===== src/rtl/spifcs_pkg.sv =====
// Package with the shared types and codes of the SPI flash command sequencer.
`default_nettype none
package spifcs_pkg;

  localparam logic [1:0] OP_START = 2'd0;
  localparam logic [1:0] OP_HOST_BYTE = 2'd1;
  localparam logic [1:0] OP_LINE_BYTE = 2'd2;
  localparam logic [1:0] OP_TICK = 2'd3;

  localparam logic [1:0] KIND_LINE = 2'd0;
  localparam logic [1:0] KIND_READ = 2'd1;
  localparam logic [1:0] KIND_END = 2'd2;

  localparam logic [1:0] STATUS_OK = 2'd0;
  localparam logic [1:0] STATUS_BAD_TARGET = 2'd1;
  localparam logic [1:0] STATUS_TIMEOUT = 2'd2;

  localparam logic [1:0] REG_WRITE_IDLE_LIMIT = 2'd0;
  localparam logic [1:0] REG_READ_IDLE_LIMIT = 2'd1;

  localparam logic [15:0] WRITE_IDLE_LIMIT_RESET = 16'h0100;
  localparam logic [15:0] READ_IDLE_LIMIT_RESET = 16'h1000;

  // Result slots of a job, in the order in which they go out.
  localparam int SLOT_FIRST = 0;
  localparam int SLOT_ADDR_HIGH = 1;
  localparam int SLOT_ADDR_MID = 2;
  localparam int SLOT_ADDR_LOW = 3;
  localparam int SLOT_DUMMY = 4;
  localparam int SLOT_FILLER = 5;
  localparam int SLOT_READ = 6;
  localparam int SLOT_END = 7;
  localparam int NUM_SLOTS = 8;

  typedef struct packed {
    logic [1:0]  op;
    logic [7:0]  command_code;
    logic        with_address;
    logic [23:0] flash_address;
    logic        with_dummy;
    logic        read_mode;
    logic [15:0] data_count;
    logic [3:0]  target;
    logic [7:0]  data_byte;
  } item_t;

  typedef struct packed {
    logic [1:0] kind;
    logic [7:0] byte_value;
    logic [3:0] select_mask;
    logic [1:0] status;
    logic       last;
  } result_t;

  typedef struct packed {
    logic [NUM_SLOTS-1:0] slots;
    logic [7:0]           data;
    logic [23:0]          addr;
    logic [3:0]           mask;
    logic [1:0]           status;
  } job_t;

endpackage
`default_nettype wire


===== src/rtl/spifcs_front.sv =====
// Front part: accepts items, keeps the command state and turns each item that yields result slots into a job.
`default_nettype none
module spifcs_front #(
  parameter int NUM_TARGETS = 4
) (
  input  wire                  clk,
  input  wire                  rst,
  input  wire                  accept,
  input  spifcs_pkg::item_t    item,
  input  wire                  cfg_write,
  input  wire [1:0]            cfg_index,
  input  wire [15:0]           cfg_data,
  output logic                 job_push,
  output spifcs_pkg::job_t     job
);
  import spifcs_pkg::*;

  logic [15:0] write_idle_limit;
  logic [15:0] read_idle_limit;
  logic        busy, busy_next;
  logic        receiving, receiving_next;
  logic [2:0]  skip_left, skip_left_next;
  logic [15:0] data_left, data_left_next;
  logic [15:0] filler_left, filler_left_next;
  logic [15:0] idle_ticks, idle_ticks_next;
  logic [3:0]  active_mask, active_mask_next;

  logic [15:0] data_dec;
  logic [15:0] limit;
  logic        finish;
  logic        target_ok;

  assign data_dec = data_left - 16'd1;
  assign limit = receiving ? read_idle_limit : write_idle_limit;
  assign target_ok = {1'b0, item.target} < 5'(NUM_TARGETS);

  always_comb begin
    busy_next = busy;
    receiving_next = receiving;
    skip_left_next = skip_left;
    data_left_next = data_left;
    filler_left_next = filler_left;
    idle_ticks_next = idle_ticks;
    active_mask_next = active_mask;
    finish = 1'b0;
    job.slots = '0;
    job.data = item.data_byte;
    job.addr = item.flash_address;
    job.mask = active_mask;
    job.status = STATUS_OK;
    case (item.op)
      OP_START: begin
        if (!busy) begin
          if (!target_ok) begin
            job.slots[SLOT_END] = 1'b1;
            job.status = STATUS_BAD_TARGET;
          end else begin
            active_mask_next = 4'(1 << item.target);
            job.mask = 4'(1 << item.target);
            job.data = item.command_code;
            busy_next = 1'b1;
            receiving_next = item.read_mode;
            idle_ticks_next = '0;
            job.slots[SLOT_FIRST] = 1'b1;
            job.slots[SLOT_ADDR_HIGH] = item.with_address;
            job.slots[SLOT_ADDR_MID] = item.with_address;
            job.slots[SLOT_ADDR_LOW] = item.with_address;
            job.slots[SLOT_DUMMY] = item.with_dummy;
            data_left_next = item.data_count;
            if (item.data_count == '0) begin
              job.slots[SLOT_END] = 1'b1;
              finish = 1'b1;
            end else if (item.read_mode) begin
              skip_left_next = 3'd1 + (item.with_address ? 3'd3 : 3'd0)
                               + (item.with_dummy ? 3'd1 : 3'd0);
              filler_left_next = item.data_count - 16'd1;
              job.slots[SLOT_FILLER] = 1'b1;
            end else begin
              skip_left_next = '0;
              filler_left_next = '0;
            end
          end
        end
      end
      OP_HOST_BYTE: begin
        if (busy && !receiving) begin
          idle_ticks_next = '0;
          job.slots[SLOT_FIRST] = 1'b1;
          data_left_next = data_dec;
          if (data_dec == '0) begin
            job.slots[SLOT_END] = 1'b1;
            finish = 1'b1;
          end
        end
      end
      OP_LINE_BYTE: begin
        if (busy && receiving) begin
          idle_ticks_next = '0;
          if (filler_left != '0) begin
            filler_left_next = filler_left - 16'd1;
            job.slots[SLOT_FILLER] = 1'b1;
          end
          if (skip_left != '0) begin
            skip_left_next = skip_left - 3'd1;
          end else begin
            job.slots[SLOT_READ] = 1'b1;
            data_left_next = data_dec;
            if (data_dec == '0) begin
              job.slots[SLOT_END] = 1'b1;
              finish = 1'b1;
            end
          end
        end
      end
      default: begin
        if (busy) begin
          if (idle_ticks >= limit) begin
            job.slots[SLOT_END] = 1'b1;
            job.status = STATUS_TIMEOUT;
            finish = 1'b1;
          end else begin
            idle_ticks_next = idle_ticks + 16'd1;
          end
        end
      end
    endcase
    if (finish) begin
      busy_next = 1'b0;
      receiving_next = 1'b0;
      skip_left_next = '0;
      data_left_next = '0;
      filler_left_next = '0;
      idle_ticks_next = '0;
      active_mask_next = '0;
    end
  end

  assign job_push = accept && (job.slots != '0);

  always_ff @(posedge clk) begin
    if (rst) begin
      busy <= 1'b0;
      receiving <= 1'b0;
      skip_left <= '0;
      data_left <= '0;
      filler_left <= '0;
      idle_ticks <= '0;
      active_mask <= '0;
    end else if (accept) begin
      busy <= busy_next;
      receiving <= receiving_next;
      skip_left <= skip_left_next;
      data_left <= data_left_next;
      filler_left <= filler_left_next;
      idle_ticks <= idle_ticks_next;
      active_mask <= active_mask_next;
    end
  end

  always_ff @(posedge clk) begin
    if (rst) begin
      write_idle_limit <= WRITE_IDLE_LIMIT_RESET;
      read_idle_limit <= READ_IDLE_LIMIT_RESET;
    end else if (cfg_write) begin
      case (cfg_index)
        REG_WRITE_IDLE_LIMIT: write_idle_limit <= cfg_data;
        REG_READ_IDLE_LIMIT: read_idle_limit <= cfg_data;
        default: begin
        end
      endcase
    end
  end

endmodule
`default_nettype wire


===== src/rtl/spifcs_queue.sv =====
// Short job queue between the front and back parts.
`default_nettype none
module spifcs_queue #(
  parameter int DEPTH = 4
) (
  input  wire               clk,
  input  wire               rst,
  input  wire               push,
  input  spifcs_pkg::job_t  push_job,
  output logic              full,
  input  wire               pop,
  output logic              empty,
  output spifcs_pkg::job_t  head
);
  import spifcs_pkg::*;

  localparam int PW = (DEPTH > 1) ? $clog2(DEPTH) : 1;
  localparam int CW = $clog2(DEPTH + 1);

  job_t          mem [DEPTH];
  logic [PW-1:0] wr_ptr;
  logic [PW-1:0] rd_ptr;
  logic [CW-1:0] count;
  logic          do_push, do_pop;

  assign full = count == CW'(DEPTH);
  assign empty = count == '0;
  assign do_push = push && !full;
  assign do_pop = pop && !empty;
  assign head = mem[rd_ptr];

  always_ff @(posedge clk) begin
    if (do_push) begin
      mem[wr_ptr] <= push_job;
    end
  end

  always_ff @(posedge clk) begin
    if (rst) begin
      wr_ptr <= '0;
      rd_ptr <= '0;
      count <= '0;
    end else begin
      if (do_push) begin
        wr_ptr <= (wr_ptr == PW'(DEPTH - 1)) ? '0 : wr_ptr + PW'(1);
      end
      if (do_pop) begin
        rd_ptr <= (rd_ptr == PW'(DEPTH - 1)) ? '0 : rd_ptr + PW'(1);
      end
      if (do_push && !do_pop) begin
        count <= count + CW'(1);
      end else if (do_pop && !do_push) begin
        count <= count - CW'(1);
      end
    end
  end

endmodule
`default_nettype wire


===== src/rtl/spifcs_back.sv =====
// Back part: expands each job into result beats, one beat per cycle while the output register is free or popped.
`default_nettype none
module spifcs_back (
  input  wire                  clk,
  input  wire                  rst,
  input  wire                  job_ready,
  input  spifcs_pkg::job_t     job,
  output logic                 job_take,
  output logic                 empty,
  input  wire                  pop,
  output spifcs_pkg::result_t  result
);
  import spifcs_pkg::*;

  job_t                 cur;
  logic [NUM_SLOTS-1:0] low;
  logic [NUM_SLOTS-1:0] rest;
  logic                 out_valid;
  logic                 fire;
  result_t              beat;

  assign low = cur.slots & (~cur.slots + NUM_SLOTS'(1));
  assign rest = cur.slots & ~low;
  assign fire = (cur.slots != '0) && (!out_valid || pop);
  assign job_take = job_ready && ((cur.slots == '0) || (fire && rest == '0));
  assign empty = !out_valid;

  always_comb begin
    beat.kind = KIND_LINE;
    beat.byte_value = '0;
    beat.select_mask = cur.mask;
    beat.status = STATUS_OK;
    beat.last = rest == '0;
    case (low)
      NUM_SLOTS'(1) << SLOT_FIRST: beat.byte_value = cur.data;
      NUM_SLOTS'(1) << SLOT_ADDR_HIGH: beat.byte_value = cur.addr[23:16];
      NUM_SLOTS'(1) << SLOT_ADDR_MID: beat.byte_value = cur.addr[15:8];
      NUM_SLOTS'(1) << SLOT_ADDR_LOW: beat.byte_value = cur.addr[7:0];
      NUM_SLOTS'(1) << SLOT_READ: begin
        beat.kind = KIND_READ;
        beat.byte_value = cur.data;
      end
      NUM_SLOTS'(1) << SLOT_END: begin
        beat.kind = KIND_END;
        beat.select_mask = '0;
        beat.status = cur.status;
      end
      default: begin
      end
    endcase
  end

  always_ff @(posedge clk) begin
    if (rst) begin
      cur.slots <= '0;
      out_valid <= 1'b0;
    end else begin
      if (job_take) begin
        cur.slots <= job.slots;
        cur.data <= job.data;
        cur.addr <= job.addr;
        cur.mask <= job.mask;
        cur.status <= job.status;
      end else if (fire) begin
        cur.slots <= rest;
      end
      if (fire) begin
        out_valid <= 1'b1;
      end else if (pop) begin
        out_valid <= 1'b0;
      end
    end
  end

  always_ff @(posedge clk) begin
    if (fire) begin
      result <= beat;
    end
  end

endmodule
`default_nettype wire


===== src/rtl/spi_flash_command_sequencer_core.sv =====
// SPI flash command sequencer: front part, job queue and back part.
// Items are taken at one per cycle while the job queue has room.
// The first beat of an item passes through the job queue, the back part's current job and the output register.
// The back part sends one beat per cycle while results are popped; a start with full header gives up to six beats.
// Synchronous reset clears the command state, the queue, the back part's current job and output valid flag, and
// restores the idle limits to their reset values.
`default_nettype none
module spi_flash_command_sequencer_core #(
  parameter int NUM_TARGETS = 4,
  parameter int QUEUE_DEPTH = 4
) (
  input  wire                  clk,
  input  wire                  rst,
  input  wire                  push,
  output logic                 full,
  input  spifcs_pkg::item_t    item,
  output logic                 empty,
  input  wire                  pop,
  output spifcs_pkg::result_t  result,
  input  wire                  cfg_valid,
  output logic                 cfg_ready,
  input  wire [1:0]            cfg_index,
  input  wire [15:0]           cfg_data
);
  import spifcs_pkg::*;

  logic job_push, job_take, queue_empty;
  job_t new_job, head_job;

  assign cfg_ready = 1'b1;

  spifcs_front #(
    .NUM_TARGETS(NUM_TARGETS)
  ) u_front (
    .clk(clk),
    .rst(rst),
    .accept(push && !full),
    .item(item),
    .cfg_write(cfg_valid && cfg_ready),
    .cfg_index(cfg_index),
    .cfg_data(cfg_data),
    .job_push(job_push),
    .job(new_job)
  );

  spifcs_queue #(
    .DEPTH(QUEUE_DEPTH)
  ) u_queue (
    .clk(clk),
    .rst(rst),
    .push(job_push),
    .push_job(new_job),
    .full(full),
    .pop(job_take),
    .empty(queue_empty),
    .head(head_job)
  );

  spifcs_back u_back (
    .clk(clk),
    .rst(rst),
    .job_ready(!queue_empty),
    .job(head_job),
    .job_take(job_take),
    .empty(empty),
    .pop(pop),
    .result(result)
  );

endmodule
`default_nettype wire


===== config.mk =====
export PLATFORM = sky130hd
export DESIGN_NAME = spi_flash_command_sequencer_core
export DESIGN_NICKNAME = d
export VERILOG_FILES = /design/src/rtl/spifcs_pkg.sv /design/src/rtl/spifcs_front.sv /design/src/rtl/spifcs_queue.sv /design/src/rtl/spifcs_back.sv /design/src/rtl/spi_flash_command_sequencer_core.sv
export SDC_FILE = /design/constraint.sdc
export NUM_CORES = 1
export LEC_CHECK = 0
export BUFFER_PORTS_ARGS = -buffer_cell sky130_fd_sc_hd__buf_4
export CAP_MARGIN = 5
export CORE_MARGIN = 5
export CORE_UTILIZATION = 35
export CTS_CLUSTER_SIZE = 14
export DETAILED_ROUTE_END_ITERATION = 12
export GPL_TIMING_DRIVEN = 0
export PLACE_DENSITY = 0.52
export SLEW_MARGIN = 20
export SYNTH_ARGS = -nofsm -noshare
export SYNTH_HDL_FRONTEND = slang
export SYNTH_HIERARCHICAL = 1
export SYNTH_SLANG_ARGS = --single-unit

===== constraint.sdc =====
create_clock -name clk -period 11.1 [get_ports clk]
set_clock_uncertainty 0.1 [all_clocks]
set_input_delay 0 -clock clk [delete_from_list [all_inputs] [get_ports clk]]
set_output_delay 0 -clock clk [all_outputs]
set_load 0.02 [all_outputs]

## Word level (Yosys, flattened, before mapping)

Memories as Yosys holds them, arrays and structs flattened. A register that Yosys moved wholly into a read port is not among the register bits.
Cells that the tools add are included.

| storage, ports and cells | value |
|---|---|
| register bits after elaboration | 160 |
| memory bits (writable) | 184 |
| input port bits | 88 |
| output and inout port bits | 20 |
| memories | 1 |

| operators by class | value |
|---|---|
| $add $sub $neg | 12 |
| magnitude comparators | 2 |
| equal/unequal tests | 22 |
| shift-type cells | 1 |
| mux-type cells | 92 |
| bitwise operators | 5 |
| reduce and logical (&&, ||, !) cells | 50 |

Memories:

| name | words | bits a word | read ports | clocked after memory_dff | wr ports | line | text |
|---|---|---|---|---|---|---|---|
| u_queue.mem | 4 | 46 | 1 | 1 | 1 | spifcs_queue.sv:20 | `job_t mem [DEPTH];` |

Operators by type and width:

| operator | count |
|---|---|
| two-way mux 16 bit | 21 |
| case mux 16 bit (3 select lines) | 2 |
| subtractor 16 x 1 -> 16 bit, second input constant | 3 |
| logical NOT 16 bit | 2 |
| case mux 16 bit (2 select lines) | 1 |
| case mux 8 bit (4 select lines) | 1 |
| two-way mux 1 bit | 30 |
| two-way mux 3 bit | 10 |
| two-way mux 14 bit | 2 |
| AND reduction 7 bit | 4 |
| two-way mux 4 bit | 6 |
| two-way mux 8 bit | 3 |
| adder 16 x 1 -> 16 bit, second input constant | 1 |
| AND 8 bit | 2 |
| greater-or-equal comparator 16 bit | 1 |
| logical NOT 8 bit | 2 |
| two-way mux 2 bit | 8 |
| inverter 8 bit | 2 |
| nonzero test 16 bit | 1 |
| nonzero test 8 bit | 2 |
| inequality test 3 x 1 -> 1 bit, second input constant | 5 |
| logical AND 1 bit | 11 |
| nonzero test 2 bit | 5 |
| adder 8 x 1 -> 8 bit, second input constant | 1 |
| 37 further kinds | 58 |

## Depth between registers and ports, before layout

Gate-level depths: netlist of run 1.

| logic depth | value |
|---|---|
| depth after elaboration | 13 |
| mapped depth | 20 |

## Hierarchy

The synthesis of run 1 kept the hierarchy.

Modules (own cells, without submodules):

| module | instances | cells each | area an instance (um2) | seq. area each (um2) |
|---|---|---|---|---|
| spifcs_queue | 1 | 290 | 7141.8 | 5705.5 |
| spifcs_front | 1 | 790 | 6103.4 | 1781.7 |
| spifcs_back | 1 | 164 | 2456.1 | 1831.8 |
| spi_flash_command_sequencer_core | 1 | 4 | 28.8 | 0.0 |

## Worst setup path before layout of run 1

No wires, ideal clock.

| timing | value |
|---|---|
| kind | register to register |
| start | reg u_front.receiving |
| end | mem u_queue/mem[0][0] (netlist bit), enable pin |
| setup time | 0.408 ns |
| arrival | 4.390 ns |
| data required time | 10.592 ns |
| setup slack | 6.201 ns |
| stages on the path, launching flop included | 14 |
| path buffers | 3 |
| clock period less this slack | 4.899 ns |
| path through | dfxtp_1 > buf_1 > clkbuf_1 > mux2i_1 > ha_1 > nand4_1 > nor2_1 > o2111ai_1 > o21ai_0 > and3_1 > clkbuf_1 > o21bai_1 > o41a_1 > and3_1 |

RTL lines:

| element | line | text |
|---|---|---|
| start, declared | spifcs_front.sv:21 | `logic receiving, receiving_next;` |
| start signal, assigned | spifcs_front.sv:151 | `receiving <= receiving_next;` |
| end, declared | spifcs_queue.sv:20 |  |

==> flow_metrics.tcl, run 1 <==
set metrics [dict create \
    dr.pass1.iters 5 \
    cts_tree "done" \
    die-area_um2 49300 \
    final_cells 2090 \
    pre_cts_slack_ns 4.85 \
    cts_buffer_depth 3 \
    cap_violations 0 \
    stdcell_area_um2 19500 \
    cts_buffers 39 \
    grt_max_degree 44 \
    hold_violations 0 \
    routed_wl_um 38700 \
    cts_resized 0 \
    synth_cell_types 92 \
    slew_headroom 0.426 \
    outcome "complete, no violations" \
    grt_pass1_vias 10800 \
    worst_slack_ns 4.83 \
    avgSynthCellArea_um2 12.6 \
    root_buffer "clkbuf_16" \
    synth_edf_count 239 \
    drtIter0Drc 645 \
    htree_levels 2 \
    gp_congestion 0.870 \
    ys_seq_area_frac 0.592 \
    antenna_found_initial 2 \
    endpoint_kind "flop" \
    ys.flop_type "edfxtp_1" \
    cellPowerDensity_nw_per_um2 194 \
    ant_nets 0 \
    syn_inst 1248 \
    vias 10600 \
    peakVddDrop_mv 0.106 \
    worst_ep_required_time_ns 11.49 \
    rows 77 \
    critical_path_arrival_ns 6.65 \
    power_leakage_nw 6.88 \
    synth_largest_area_cell "edfxtp_1" \
    grt_pass1_wl_um 61500 \
    clk_pin_slew_worst_paths_ns 0.06 \
    rsz0062_at_grt "false" \
    fin_crit_sh 0.565 \
    fin_tns_setup_ns 0 \
    clock_latency_ns 0.56 \
    ys_seq_elements 346 \
    core_um2 44300 \
    setup_viol 0 \
    area_delta_synth_final_pct 23.8 \
    fmax_mhz 160 \
    dpl_cell_area_um2 17200 \
    cts_sinks 346 \
    post-route-drc-count 0 \
    start_util 0.355 \
    avgViaCountPerCell 5.09 \
    cp-start-kind "flop" \
    period_needed_ns 6.27 \
    synth_top_area_share 0.456 \
    groute.usage.overall 0.155 \
    maxSlewViolCount 0 \
    ys_warn_count 6 \
    final_net_count 1590 \
    dp_cells 1927 \
    synthesis.area_um2 15700 \
    async_flop_share 0 \
    die_h_um 222 \
    grt-ovfl-total 0 \
    timing.hold.ws_ns 0.0187 \
    dpl.hpwl_um 26200 \
    worstSetupPathType "reg -> reg" \
    post-route-util 0.440 \
    pin_count 108 \
    min-delay-path-class "in -> reg" \
    power.total_mw 3.78 \
    drive_gt1_frac 0.189 \
    port-buffer-count 82 \
    fp.dieW_um 222 \
    nFillCells 4120 \
    syn-num-nets 1372 \
    tightest_slew_ns 0.859 \
    netlist_top_cells_area "edfxtp_1 (46%), dfxtp_1 (14%), mux4_2 (6.6%)" \
    wire_per_inst_um 18.5 \
    critical_path_peak_fanout 13 \
]
-- repair_timing --
item,in CTS,in global routing
buffers inserted,0,0
hold endpoints to repair,254,0
hold buffers,90,0
-- placed cells by master, fill, tap and decap left out, drive strengths merged, types with 14 or more instances in the layout --
cell / instances
a22oi: 20
mux4: 46
o21ai: 36
buf: 143
nor2: 60
edfxtp: 239
mux2i: 20
o22ai: 15
nor2b: 14
nand3: 28
inv: 39
clkinv: 15
xnor2: 25
clkbuf: 85
ha: 35
nand2: 155
dlygate4sd3: 90
a22o: 19
nor3: 31
dfxtp: 107
a21oi: 68
and3: 16
xor2: 15
o2111ai: 17
-- worst paths after layout --
check | endpoint | cells after the start | slack, ns | start
worst min-delay path | u_front/read_idle_limit[4] | 5 | 0.02 | cfg_index[0]
worst max-delay path | u_queue/count[2] | 20 | 4.83 | u_front/receiving
worst min register to register | u_front/read_idle_limit[14] | 2 | 0.35 | u_front/read_idle_limit[14]
worst max register to register | u_queue/count[2] | 20 | 4.83 | u_front/receiving
-- worst max-delay path, stage by stage (launching register included) --
cell and delay [ns]:
dfxtp_1 0.42, buf_1 0.50, clkbuf_1 0.64, mux2i_1 0.23
ha_1 0.37, nand4_1 0.14, nor2_1 0.13, o2111ai_1 0.12
o21ai_0 0.34, and3_1 0.21, clkbuf_1 0.54, o21bai_1 0.38
o41a_1 0.40, bufinv_8 0.24, nor2_2 0.15, ha_1 0.20
inv_1 0.06, fa_1 0.37, xor2_1 0.17, or3_1 0.31
a21oi_1 0.14
-- layout make-up --
cell class | instances | area (µm²) | share of cell area
Multi-Input combinational cell | 769 | 5740 | 0.294
Sequential cell | 346 | 9320 | 0.478
Tap cell | 592 | 741 | 0.0380
Inverter | 39 | 165 | 0.00848
Clock buffer | 47 | 1010 | 0.0516
Timing Repair Buffer | 177 | 1650 | 0.0845
Buffer | 94 | 539 | 0.0277
Clock inverter | 25 | 327 | 0.0168
Antenna cell | 1 | 2.50 | 0.000128
-- kinds of logic (layout without fill, tap and decap cells) --
kind of cell	Yosys count	after routing	share of synthesized area
XOR/XNOR	40	40	0.0223
AND/OR/NAND/NOR	384	384	0.122
buffers and inverters	133	382	0.0448
multiplexers	68	68	0.0800
AO/OA/AOI/OAI	239	239	0.108
flip-flops	346	346	0.592
adder cells (fa/ha/maj)	37	37	0.0297
other	1	2	0.000238
-- cells in the mapped netlist, drive strengths merged (9+ instances only) --
cell	number
ha	35
and3	16
edfxtp	239
dfxtp	107
a22oi	20
inv	37
o22ai	15
o21ai	36
xor2	15
a32o	9
o2111ai	17
clkbuf	38
nor2b	14
nand4	9
xnor2	25
buf	56
nand3	28
mux4	46
nor2	60
nor3	31
a22o	19
mux2i	20
a21oi	68
nand2	155
or3	12
-- sequential cells by signal, indices dropped and copies added, names as in the netlist, 2 cells and up, named ones only --
register / cells
u_back/cur: 46
u_back/result: 17
u_front/active_mask: 4
u_front/data_left: 16
u_front/filler_left: 16
u_front/idle_ticks: 16
u_front/read_idle_limit: 16
u_front/skip_left: 3
u_front/write_idle_limit: 16
u_queue/count: 3
u_queue/mem: 184
u_queue/rd_ptr: 2
u_queue/wr_ptr: 2
-- power by group --
group	internal (mW)	total (mW)	switching (mW)
registers	1.58	1.66	0.0829
clock network	0.797	1.34	0.539
logic	0.334	0.777	0.444
-- per-layer routing --
| metal | vias up | GRT usage | share of wire |
|---|---|---|---|
| met5 | - | 0 | 0.00028 |
| met4 | 2 | 0.0366 | 0.020 |
| met3 | 55 | 0.0324 | 0.048 |
| met2 | 229 | 0.255 | 0.48 |
| met1 | 5211 | 0.212 | 0.45 |
| li1 | 5140 | - | - |
(Power assumes the default switching activity.)
==> run 2, diff against run 1 <==
==> constraint.sdc (replaced) <==
create_clock -name clk -period 6.5 [get_ports clk]
set_clock_uncertainty 0.1 [all_clocks]
set_input_delay 0 -clock clk [delete_from_list [all_inputs] [get_ports clk]]
set_output_delay 0 -clock clk [all_outputs]
set_load 0.02 [all_outputs]
==> run 2 against run 1 <==
Effect of this change: via count barely moved; setup slack got worse by 4.3 ns; non-clock buffer count did not move; power rose by 71%; sequential power rose by 71%; cell area barely moved.
==> flow_metrics.tcl, run 2 (same netlist as run 1, synthesis figures left out) <==
set metrics [dict create \
    dr.pass1.iters 5 \
    p_comb_frac 0.206 \
    worst_slack_ns 0.515 \
    pin_count 108 \
    wire_per_inst_um 18.5 \
    gp_congestion 0.870 \
    clock_latency_ns 0.56 \
    switchingPower_mw 1.82 \
    ant_nets 0 \
    cts_buffers 39 \
    port-buffer-count 82 \
    avgViaCountPerCell 5.09 \
    grt_pass1_wl_um 61500 \
    root_buffer "clkbuf_16" \
    cp_common_cell "ha_1" \
    area_delta_synth_final_pct 23.9 \
    hold_depth 5 \
    path_buf_inv 5 \
    drtIter0Drc 643 \
    endpoint_kind "flop" \
    grt_pass1_vias 10800 \
    outcome "complete, no violations" \
    pre_cts_slack_ns 0.246 \
    cts_sinks 346 \
    mostFrequentLayoutCells "edfxtp_1 (239), nand2_1 (155), buf_4 (110)" \
    grt_max_degree 44 \
    rsz0062_at_grt "false" \
    swShare 0.282 \
    period_needed_ns 5.99 \
    die_h_um 222 \
    setup_viol 0 \
    dpl.hpwl_um 26200 \
    cts_tree "done" \
    regMostFlops "u_queue/mem" \
    worst_ep_required_time_ns 6.89 \
    peakVddDrop_mv 0.182 \
    intPower_mw 4.63 \
    post-route-drc-count 0 \
    final_net_count 1590 \
    dpl_cell_area_um2 17200 \
    hold_violations 0 \
    cts_setup_buffers 0 \
    critical_path_peak_fanout 13 \
    antenna_found_initial 2 \
    power.share.clock 0.354 \
    fmax_mhz 167 \
    drive_gt1_frac 0.190 \
    layout.cells.most_common "edfxtp_1" \
    rows 77 \
    slew_headroom 0.424 \
    crit_chain "buf_1, clkbuf_2, mux2i_1, ha_1, nand4_1, nor2_1, o2111ai_1, o21ai_0, and3_1, clkbuf_1, o21bai_1, o41a_1, bufinv_8, nor2_2, ha_1, inv_1, fa_1, xor2_1, or3_1, a21oi_1" \
    nFillCells 4120 \
    stdcell_area_um2 19500 \
    worstSetupPathDepth 20 \
    cp-start-kind "flop" \
    fin_crit_sh 0.921 \
    cap_violations 0 \
    maxSlewViolCount 0 \
    pwr-share-seq 0.440 \
    cts_buffer_depth 3 \
    htree_levels 2 \
    post-route-util 0.440 \
    critical_path_arrival_ns 6.37 \
    cpPeakStageDelay_ns 0.54 \
    routed_wl_um 38700 \
    fin_tns_setup_ns 0 \
    start_util 0.355 \
    worstSetupPathType "reg -> reg" \
    power_leakage_nw 6.88 \
    largest_reg_flops 184 \
    reg_top3 "u_queue/mem: 184 flops, u_back/cur: 46 flops, u_back/result: 17 flops" \
    reg2reg_depth 20 \
    cpLargestDelayFamily "buffers and inverters" \
    clk_pin_slew_worst_paths_ns 0.06 \
    slowest_stage "clkbuf_1" \
    min-delay-path-class "in -> reg" \
    core_um2 44300 \
    groute.usage.overall 0.155 \
    vias 10600 \
    fp.dieW_um 222 \
    grt-ovfl-total 0 \
    cellPowerDensity_nw_per_um2 331 \
    die-area_um2 49300 \
    tightest_slew_ns 0.863 \
]
## run 2: cell count changes in the layout (fill, tap and decap cells not counted)
cell	change
clkbuf_2	+1
clkbuf_1	-1
## run 2: path summary, 6_finish.rpt
| check | from | end | slack (ns) |
|---|---|---|---|
| max reg2reg | u_front/receiving | u_queue/count[2] | 0.51 |
| min reg2reg | u_front/read_idle_limit[14] | u_front/read_idle_limit[14] | 0.35 |
| max | u_front/receiving | u_queue/count[2] | 0.51 |
| min | cfg_index[0] | u_front/read_idle_limit[4] | 0.02 |
## run 2: what timing repair did
item | 4_1_cts | 5_1_grt
endpoints found under the hold margin | 254 | 0
gates resized for setup | 0 | 2
hold buffers | 90 | 0
endpoints found under the setup margin | 0 | 2
## run 2: area by class of cell
cell class | instances | area (µm²) | share of cell area
sequential | 346 | 9320 | 0.478
multi-input combinational | 769 | 5740 | 0.294
timing repair buffer | 177 | 1650 | 0.0845
clock buffer | 47 | 1010 | 0.0516
tap | 592 | 741 | 0.0380
buffer | 94 | 541 | 0.0277
clock inverter | 25 | 327 | 0.0168
inverter | 39 | 165 | 0.00848
antenna | 1 | 2.50 | 0.000128
## run 2: power by group through the flow
stage	logic (mW)	clock network (mW)	registers, mW
after detailed placement	1.29	0	2.89
after global routing	1.46	2.45	2.86
final	1.33	2.28	2.84
after global placement	1.25	0	2.89
after CTS	1.34	2.35	2.84
after floorplan	0.825	0	2.89
## run 2: tightest hold or removal path, delay by kind of cell
family	cells	cell delay [ns]
buf+inv	2	0.31
simple gates	2	0.26
compound gates	1	0.05
## run 2: stage by stage
| step | instances | hold slack [ns] | power [mW] |
|---|---|---|---|
| 2_1_floorplan | 1248 | 0.0240 | 3.71 |
| 3_3_place_gp | 1922 | 0.102 | 4.15 |
| 3_5_place_dp | 1927 | 0.106 | 4.18 |
| 4_1_cts | 2089 | 0.00228 | 6.53 |
| 5_1_grt | 2090 | 0.0411 | 6.77 |
| 6_report | 2090 | 0.0183 | 6.45 |
## run 2: routing by layer
metal | global-route usage | part of all wire
met5 | 0 | 0.00028
met4 | 0.0366 | 0.020
met3 | 0.0324 | 0.047
met2 | 0.255 | 0.48
met1 | 0.212 | 0.46
